$ cat config.mk
export PLATFORM = sky130hd
export DESIGN_NAME = rlva_cfg
export DESIGN_NICKNAME = d
export VERILOG_FILES = /design/src/reciprocal_lattice_voxel_accumulator_assert.svh /design/src/rlva_pkg.sv /design/src/rlva_cfg.sv
export SDC_FILE = /design/constraint.sdc
export NUM_CORES = 1
export LEC_CHECK = 0
export BUFFER_PORTS_ARGS = -buffer_cell sky130_fd_sc_hd__buf_2
export CAP_MARGIN = 10
export CORE_MARGIN = 5
export CORE_UTILIZATION = 54
export CTS_CLUSTER_SIZE = 12
export DETAILED_ROUTE_END_ITERATION = 7
export GPL_TIMING_DRIVEN = 1
export PLACE_DENSITY_LB_ADDON = 0.25
export RECOVER_POWER = 50
export SETUP_SLACK_MARGIN = 0.4
export SYNTH_ARGS = -nofsm -noshare
export SYNTH_HDL_FRONTEND = slang
export SYNTH_SLANG_ARGS = --single-unit
export TNS_END_PERCENT = 10
$ cat constraint.sdc
create_clock -name clk -period 2.7 [get_ports clk]
set_clock_uncertainty 0.15 [all_clocks]
set_input_delay 0.405 -clock clk [delete_from_list [all_inputs] [get_ports clk]]
set_output_delay 0.405 -clock clk [all_outputs]
set_load 0.01 [all_outputs]
$ cat src/reciprocal_lattice_voxel_accumulator_assert.svh
// assertion macros for the voxel accumulator
// used by the top level, no other dependencies
`ifndef RECIPROCAL_LATTICE_VOXEL_ACCUMULATOR_ASSERT_SVH
`define RECIPROCAL_LATTICE_VOXEL_ACCUMULATOR_ASSERT_SVH

// same-cycle implication
`define RLVA_ASSERT_NOW(lbl, clk, rst, ante, cons) \
  lbl: assert property (@(posedge clk) disable iff (rst) (ante) |-> (cons)) \
    else $error("%m: check failed");

// next-cycle implication
`define RLVA_ASSERT_NEXT(lbl, clk, rst, ante, cons) \
  lbl: assert property (@(posedge clk) disable iff (rst) (ante) |=> (cons)) \
    else $error("%m: check failed");

`endif

$ cat src/rlva_pkg.sv
// shared types and constants of the voxel accumulator
// no dependencies
package rlva_pkg;

  localparam int DEF_X_VOXELS = 32;
  localparam int DEF_Y_VOXELS = 32;
  localparam int DEF_Z_VOXELS = 32;
  localparam int STORE_DEPTH  = 32768;
  localparam int ADDR_W       = 15;
  localparam int SUM_W        = 48;
  localparam int CNT_W        = 32;
  localparam int PADDR_W      = 6;
  localparam int PDATA_W      = 64;

  // register indexes
  localparam logic [2:0] REG_CONTROL = 3'd0;
  localparam logic [2:0] REG_PPK     = 3'd1;
  localparam logic [2:0] REG_SCALE   = 3'd2;
  localparam logic [2:0] REG_OFFSET  = 3'd3;
  localparam logic [2:0] REG_IGNORE  = 3'd4;
  localparam logic [2:0] REG_ROW_A   = 3'd5;
  localparam logic [2:0] REG_ROW_B   = 3'd6;
  localparam logic [2:0] REG_ROW_C   = 3'd7;

  // value modes
  localparam logic [1:0] MODE_RAW       = 2'd0;
  localparam logic [1:0] MODE_CORRECTED = 2'd1;
  localparam logic [1:0] MODE_SCALE     = 2'd2;
  localparam logic [1:0] MODE_NONE      = 2'd3;

  typedef struct packed {
    logic               hkl_filter;
    logic [1:0]         mode;
    logic [3:0]         ppk;
    logic [23:0]        scale;
    logic signed [15:0] offset;
    logic signed [15:0] skip_value;
    logic [59:0]        row_a;
    logic [59:0]        row_b;
    logic [59:0]        row_c;
  } rlva_cfg_t;

endpackage

$ cat src/rlva_cfg.sv
// apb configuration register file of the voxel accumulator
// depends on rlva_pkg
module rlva_cfg import rlva_pkg::*; (
  input  logic               clk,
  input  logic               rst,
  input  logic               psel,
  input  logic               penable,
  input  logic               pwrite,
  input  logic [PADDR_W-1:0] paddr,
  input  logic [PDATA_W-1:0] pwdata,
  output logic [PDATA_W-1:0] prdata,
  output logic               pready,
  output rlva_cfg_t          cfg
);

  logic [2:0] idx;
  logic       wr;

  assign pready = 1'b1;
  assign idx    = paddr[5:3];
  assign wr     = psel & penable & pwrite;

  always_ff @(posedge clk) begin
    if (rst) begin
      cfg.hkl_filter <= 1'b0;
      cfg.mode       <= MODE_RAW;
      cfg.ppk        <= 4'd1;
      cfg.scale      <= 24'd65536;
      cfg.offset     <= '0;
      cfg.skip_value <= -16'sd1;
      cfg.row_a      <= '0;
      cfg.row_b      <= '0;
      cfg.row_c      <= '0;
    end else if (wr) begin
      case (idx)
        REG_CONTROL: begin
          cfg.hkl_filter <= pwdata[0];
          cfg.mode       <= pwdata[2:1];
        end
        REG_PPK:    cfg.ppk        <= pwdata[3:0];
        REG_SCALE:  cfg.scale      <= pwdata[23:0];
        REG_OFFSET: cfg.offset     <= pwdata[15:0];
        REG_IGNORE: cfg.skip_value <= pwdata[15:0];
        REG_ROW_A:  cfg.row_a      <= pwdata[59:0];
        REG_ROW_B:  cfg.row_b      <= pwdata[59:0];
        REG_ROW_C:  cfg.row_c      <= pwdata[59:0];
        default: ;
      endcase
    end
  end

  always_comb begin
    case (idx)
      REG_CONTROL: prdata = {61'd0, cfg.mode, cfg.hkl_filter};
      REG_PPK:     prdata = {60'd0, cfg.ppk};
      REG_SCALE:   prdata = {40'd0, cfg.scale};
      REG_OFFSET:  prdata = {48'd0, cfg.offset};
      REG_IGNORE:  prdata = {48'd0, cfg.skip_value};
      REG_ROW_A:   prdata = {4'd0, cfg.row_a};
      REG_ROW_B:   prdata = {4'd0, cfg.row_b};
      REG_ROW_C:   prdata = {4'd0, cfg.row_c};
      default:     prdata = '0;
    endcase
  end

endmodule

Word-level counts from Yosys, hierarchy flattened

Index checks and enable logic that the tools add are counted.

Equal/unequal tests: 7
Bitwise logic cells: 2
Reductions and logical operators: 9
Mux-type cells: 1

Operators with widths:

| cell               | count |
|---|---|
| $pmux 64 s8        | 1 |
| $reduce_and 2->1   | 8 |
| $eq 3x3->1 const B | 4 |
| $eq 3x2->1 const B | 2 |
| $eq 3x1->1 const B | 1 |
| $logic_not 3->1    | 1 |
| $and 1x1->1        | 2 |

Flip-flop bits (word level): 243
Word-level logic and storage cells: 28

Depth between registers and ports, before layout

Word-level depth: 3
Depth in mapped cells: 6
Gate-level depth less buffers: 4

Least setup slack after synthesis

No wires, ideal clock.

Kind: in2out
Start point: input paddr[4]
End point: output prdata[14]
Arrival: 1,425 ps
Stages: 5
Slack: 720 ps
Cell sequence: buf_2 buf_4 mux2_2 a221oi_1 nor2_1

Longest elaborated chain between the ends: 2
Elaborated cells on any way between the ends: 9
Those cells by class: eq/ne: 7; mux: 1; reduce/logical: 1

Ends and longest elaborated chain:

| element                            | RTL line       | source |
|---|---|---|
| from (decl)                        | rlva_cfg.sv:9  | `input logic [PADDR_W-1:0] paddr,` |
| $eq 3x3->1 (tied with other cells) | rlva_cfg.sv:53 | `case (idx)` |
| $pmux 64 s8 *                      | rlva_cfg.sv:53 |  |
| to (decl)                          | rlva_cfg.sv:11 | `output logic [PDATA_W-1:0] prdata,` |

Every way passes the cells marked *; elsewhere a longest branch is shown, timed or not. The select of a mux whose other input is x is not followed.

Worst setup path after layout

Start point: input paddr[3]
End point: output prdata[4]

The elaborated chain is that of the path after synthesis.

==> results.sh <==
export IMPL_die_outline_area_mm2=0.02250
export IMPL_grt_max_degree=110
export IMPL_initial_utilization_pct=54.57
export IMPL_die_height_um=150.0
export IMPL_post_layout_total_power_mw=7.409
export IMPL_yosys_register_bits=243
export IMPL_grt_pass1_vias=10504
export IMPL_final_antenna_net_count=0
export IMPL_post_route_period_util_pct=86.84
export IMPL_drt_vias_per_instance=5.665
export IMPL_worstRegToRegCells=2
export IMPL_htreeDepth=1
export IMPL_p_int_mw=5.675
export IMPL_outcome="complete, no violations"
export IMPL_core_area_mm2=0.01940
export IMPL_power_share_sequential_pct=49.1
export IMPL_min_path_cells=3
export IMPL_post_route_cells_drive_above_1_share_pct=16.50
export IMPL_power_density_mw_per_mm2=549.0
export IMPL_number_of_flip_flops_under_the_largest_register_name=243
export IMPL_worst_hold_path_type="in -> reg"
export IMPL_maxCapViolations=0
export IMPL_share_comb_of_total_power_pct=7.6
export IMPL_setup_repair_after_global_routing_missed_its_margin="yes"
export IMPL_power_share_clock_pct=43.3
export IMPL_cpMaxStageDelayCell="sky130_fd_sc_hd__mux4_2"
export IMPL_wl_met3_um=3561
export IMPL_syn_area_mm2=0.01059
export IMPL_cellLeakagePower_nw=4.891
export IMPL_clkSinkCount=243
export IMPL_cts_root_buf="sky130_fd_sc_hd__clkbuf_16"
export IMPL_crit_required_ns=2.14
export IMPL_period_minus_slack_ns=2.345
export IMPL_report_final_hold_viol_count=0
export IMPL_syn_area_per_cell_um2=8.007
export IMPL_timing_critical_path_slowest_cell_delay_ns=0.53
export IMPL_drt_wirelength_per_cell_um=19.33
export IMPL_startpoint_type="input pin"
export IMPL_syn_instance_count=1322
export IMPL_drt_initial_drc_count=825
export IMPL_met2WireLength_um=18360
export IMPL_via_count=11092
export IMPL_max_clock_path_buffers=3
export IMPL_tritoncts="built"
export IMPL_timing_critical_path_arrival_ns=1.79
export IMPL_nNetsFinal=1754
export IMPL_grt_ovfl_total=0
export IMPL_critical_path_top_delay_family="buffers and inverters"
export IMPL_globalplace_congestion=0.8768
export IMPL_sum_of_negative_setup_slack_ns=0
export IMPL_finalCoreUtilization_pct=69.56
export IMPL_worst_r2r_endpoint="cfg[195]$_SDFFE_PP1P_"
export IMPL_worst_path_max_fanout=33
export IMPL_portBuffers=370
export IMPL_top_register="cfg"
export IMPL_rrSetupSlack_ns=1.67
export IMPL_gr_usage_all_layers_pct=31.75
export IMPL_hold_path_endpoint="cfg[109]$_SDFFE_PP0P_"
export IMPL_yosysWarningCount=0
export IMPL_initial_antenna_violation_count=2
export IMPL_fillerInstances=1725
export IMPL_grt_pass1_wl_um=57240
export IMPL_final_max_slew_viol_count=0
export IMPL_cp_buffers_inverters=3
export IMPL_postLayoutSetupSlackWorst_ns=0.3553
export IMPL_ir_drop_uv=444.0
export IMPL_tightest_slew_ns=1.382
export IMPL_wl_met1_um=14420
export IMPL_top_regs="cfg x243"
export IMPL_synthToLayoutAreaGrowth_pct=27.48
export IMPL_placement_setup_worst_slack_ns=0.3066
export IMPL_post_synth_num_cell_types=36
export IMPL_cts_made_buffers=25
export IMPL_max_slew_margin_pct=7.867
export IMPL_switchingPower_mw=1.733
export IMPL_placedInstanceArea_mm2=0.01269
export IMPL_critical_path_cell_chain="buf_4, buf_12, mux4_2, nand2_1, o21ai_1, buf_2"
export IMPL_end_kind="output pin"
export IMPL_drt_pass_1_iters=6
export IMPL_die_w_um=150.0
export IMPL_detail_route_wirelength_um=37850
export IMPL_ios=383
export IMPL_place_detailed_hpwl_um=24720
export IMPL_insertion_delay_ns=0.52
export IMPL_worstSetupPathType="in -> out"
export IMPL_synth_sequential_area_ratio_pct=45.96
export IMPL_route_top_layer_used="met4"
export IMPL_share_of_total_power_consumed_by_net_switching_pct=23.40
export IMPL_worst_path_stages=6
export IMPL_maxClockFrequency_mhz=426.5
export IMPL_finalSetupViolations=0
export IMPL_finalInstanceArea_mm2=0.01349
export IMPL_crit_reg2reg_launch="cfg[195]$_SDFFE_PP1P_"
export IMPL_holdCritStartpoint="pwdata[49]"
export IMPL_rows=51
export IMPL_clock_slew_at_reported_path_ffs_ns=0.06
export IMPL_drc=0
## final cells by class
cell class | instances | area (µm²) | area share, %
repair buffers | 444 | 2317 | 17.17
clock inverters | 2 | 13.76 | 0.1020
well taps | 265 | 331.6 | 2.457
flip-flops and latches | 243 | 4867 | 36.07
clock buffers | 37 | 730.7 | 5.415
diodes | 2 | 5.005 | 0.03709
multi-input cells | 960 | 5210 | 38.61
inverters | 5 | 18.77 | 0.1391
## timing repair
item | 4_1_cts | 5_1_grt
setup buffers | 0 | 1
pin swaps | 0 | 1
resized for setup | 2 | 9
hold buffers | 34 | 0
endpoints found under the hold margin | 80 | 0
endpoints found under the setup margin | 8 | 27
## tightest hold or removal path, stage by stage
cell	delay [ns]
sky130_fd_sc_hd__buf_2	0.12
sky130_fd_sc_hd__nand2_1	0.05
sky130_fd_sc_hd__a21oi_1	0.05
## power by group through the flow
stage          Clock (mW)  Sequential [mW]  Combinational, mW
6_report             3.21             3.64              0.565
5_1_grt              3.39             3.64              0.601
4_1_cts              3.24             3.64              0.564
3_5_place_dp            0             3.72              0.518
3_3_place_gp            0             3.71              0.512
2_1_floorplan           0             3.72              0.275
## placed cells by master (no fill, tap or decap), types with 2 or more instances in the layout
master,n
sky130_fd_sc_hd__buf_6,2
sky130_fd_sc_hd__clkbuf_1,242
sky130_fd_sc_hd__buf_12,9
sky130_fd_sc_hd__buf_4,28
sky130_fd_sc_hd__buf_2,133
sky130_fd_sc_hd__inv_1,5
sky130_fd_sc_hd__o221ai_1,3
sky130_fd_sc_hd__a211o_1,17
sky130_fd_sc_hd__o21ai_0,9
sky130_fd_sc_hd__o21ai_1,2
sky130_fd_sc_hd__a22oi_1,36
sky130_fd_sc_hd__dfxtp_2,2
sky130_fd_sc_hd__a21oi_1,221
sky130_fd_sc_hd__dfxtp_1,241
sky130_fd_sc_hd__mux4_2,3
sky130_fd_sc_hd__nand2_1,447
sky130_fd_sc_hd__mux2i_1,29
sky130_fd_sc_hd__or3_1,3
sky130_fd_sc_hd__dlygate4sd3_1,34
sky130_fd_sc_hd__a221oi_1,7
sky130_fd_sc_hd__nand3_1,6
sky130_fd_sc_hd__a221oi_2,3
sky130_fd_sc_hd__diode_2,2
sky130_fd_sc_hd__or2_2,3
sky130_fd_sc_hd__clkbuf_8,6
sky130_fd_sc_hd__mux2_2,53
sky130_fd_sc_hd__conb_1,5
sky130_fd_sc_hd__nor2_4,5
sky130_fd_sc_hd__clkbuf_16,25
sky130_fd_sc_hd__nor2b_1,55
sky130_fd_sc_hd__a22o_1,22
sky130_fd_sc_hd__nor2_1,17
sky130_fd_sc_hd__nand2b_1,3
sky130_fd_sc_hd__o22a_1,2
## kinds of logic after synthesis
logic type	synth area share (%)
and+or+nand+nor	21.41
AOI/OAI and AO/OA	18.07
DFF	45.96
buffers and inverters	5.366
muxes	9.125
other	0.07095
## metrics by stage
stage,hold WS (ns),instances
6_report,0.01581,1958
2_1_floorplan,0.3393,1325
4_1_cts,0.001196,1955
5_1_grt,0.007663,1958
3_3_place_gp,0.3005,1882
3_5_place_dp,0.3077,1882
## synth_stat cells (all sizes together)
cell | instances | area (µm²)
clkbuf | 63 | 239.0
or2 | 4 | 25.02
nor3b | 1 | 18.77
nor2 | 22 | 87.58
mux2i | 29 | 290.3
or3 | 3 | 18.77
a22o | 22 | 192.7
a22oi | 36 | 270.3
conb | 2 | 7.510
nand2 | 447 | 1678
mux4 | 3 | 67.56
a21oi | 221 | 1106
nand3 | 6 | 30.03
mux2 | 54 | 608.1
nand4 | 1 | 12.51
a311oi | 1 | 8.760
buf | 54 | 310.3
nor3 | 1 | 10.01
a221oi | 10 | 87.58
nand3b | 1 | 7.510
o221ai | 3 | 26.28
nor2b | 55 | 344.1
nand2b | 4 | 25.02
o22a | 2 | 17.52
inv | 5 | 18.77
a211o | 17 | 148.9
nand4b | 1 | 8.760
dfxtp | 243 | 4865
o21ai | 11 | 55.05
## layer usage
metal / up-vias / track usage, %
met5: - / 0
met4: 0 / 14.00
met3: 104 / 7.299
met2: 585 / 53.26
met1: 5259 / 39.01
li1: 5144 / -
## worst max-delay path by stage
stage / start / end / slack, ns
floorplan: paddr[4] / prdata[14] / 0.72
global placement: paddr[4] / prdata[15] / 0.31
detailed placement: paddr[4] / prdata[3] / 0.31
CTS: cfg[122]$_SDFFE_PP0P_ / prdata[2] / 0.34
global route: cfg[120]$_SDFFE_PP0P_ / prdata[0] / 0.31
finish: paddr[3] / prdata[4] / 0.36
(Power assumes the default switching activity.)
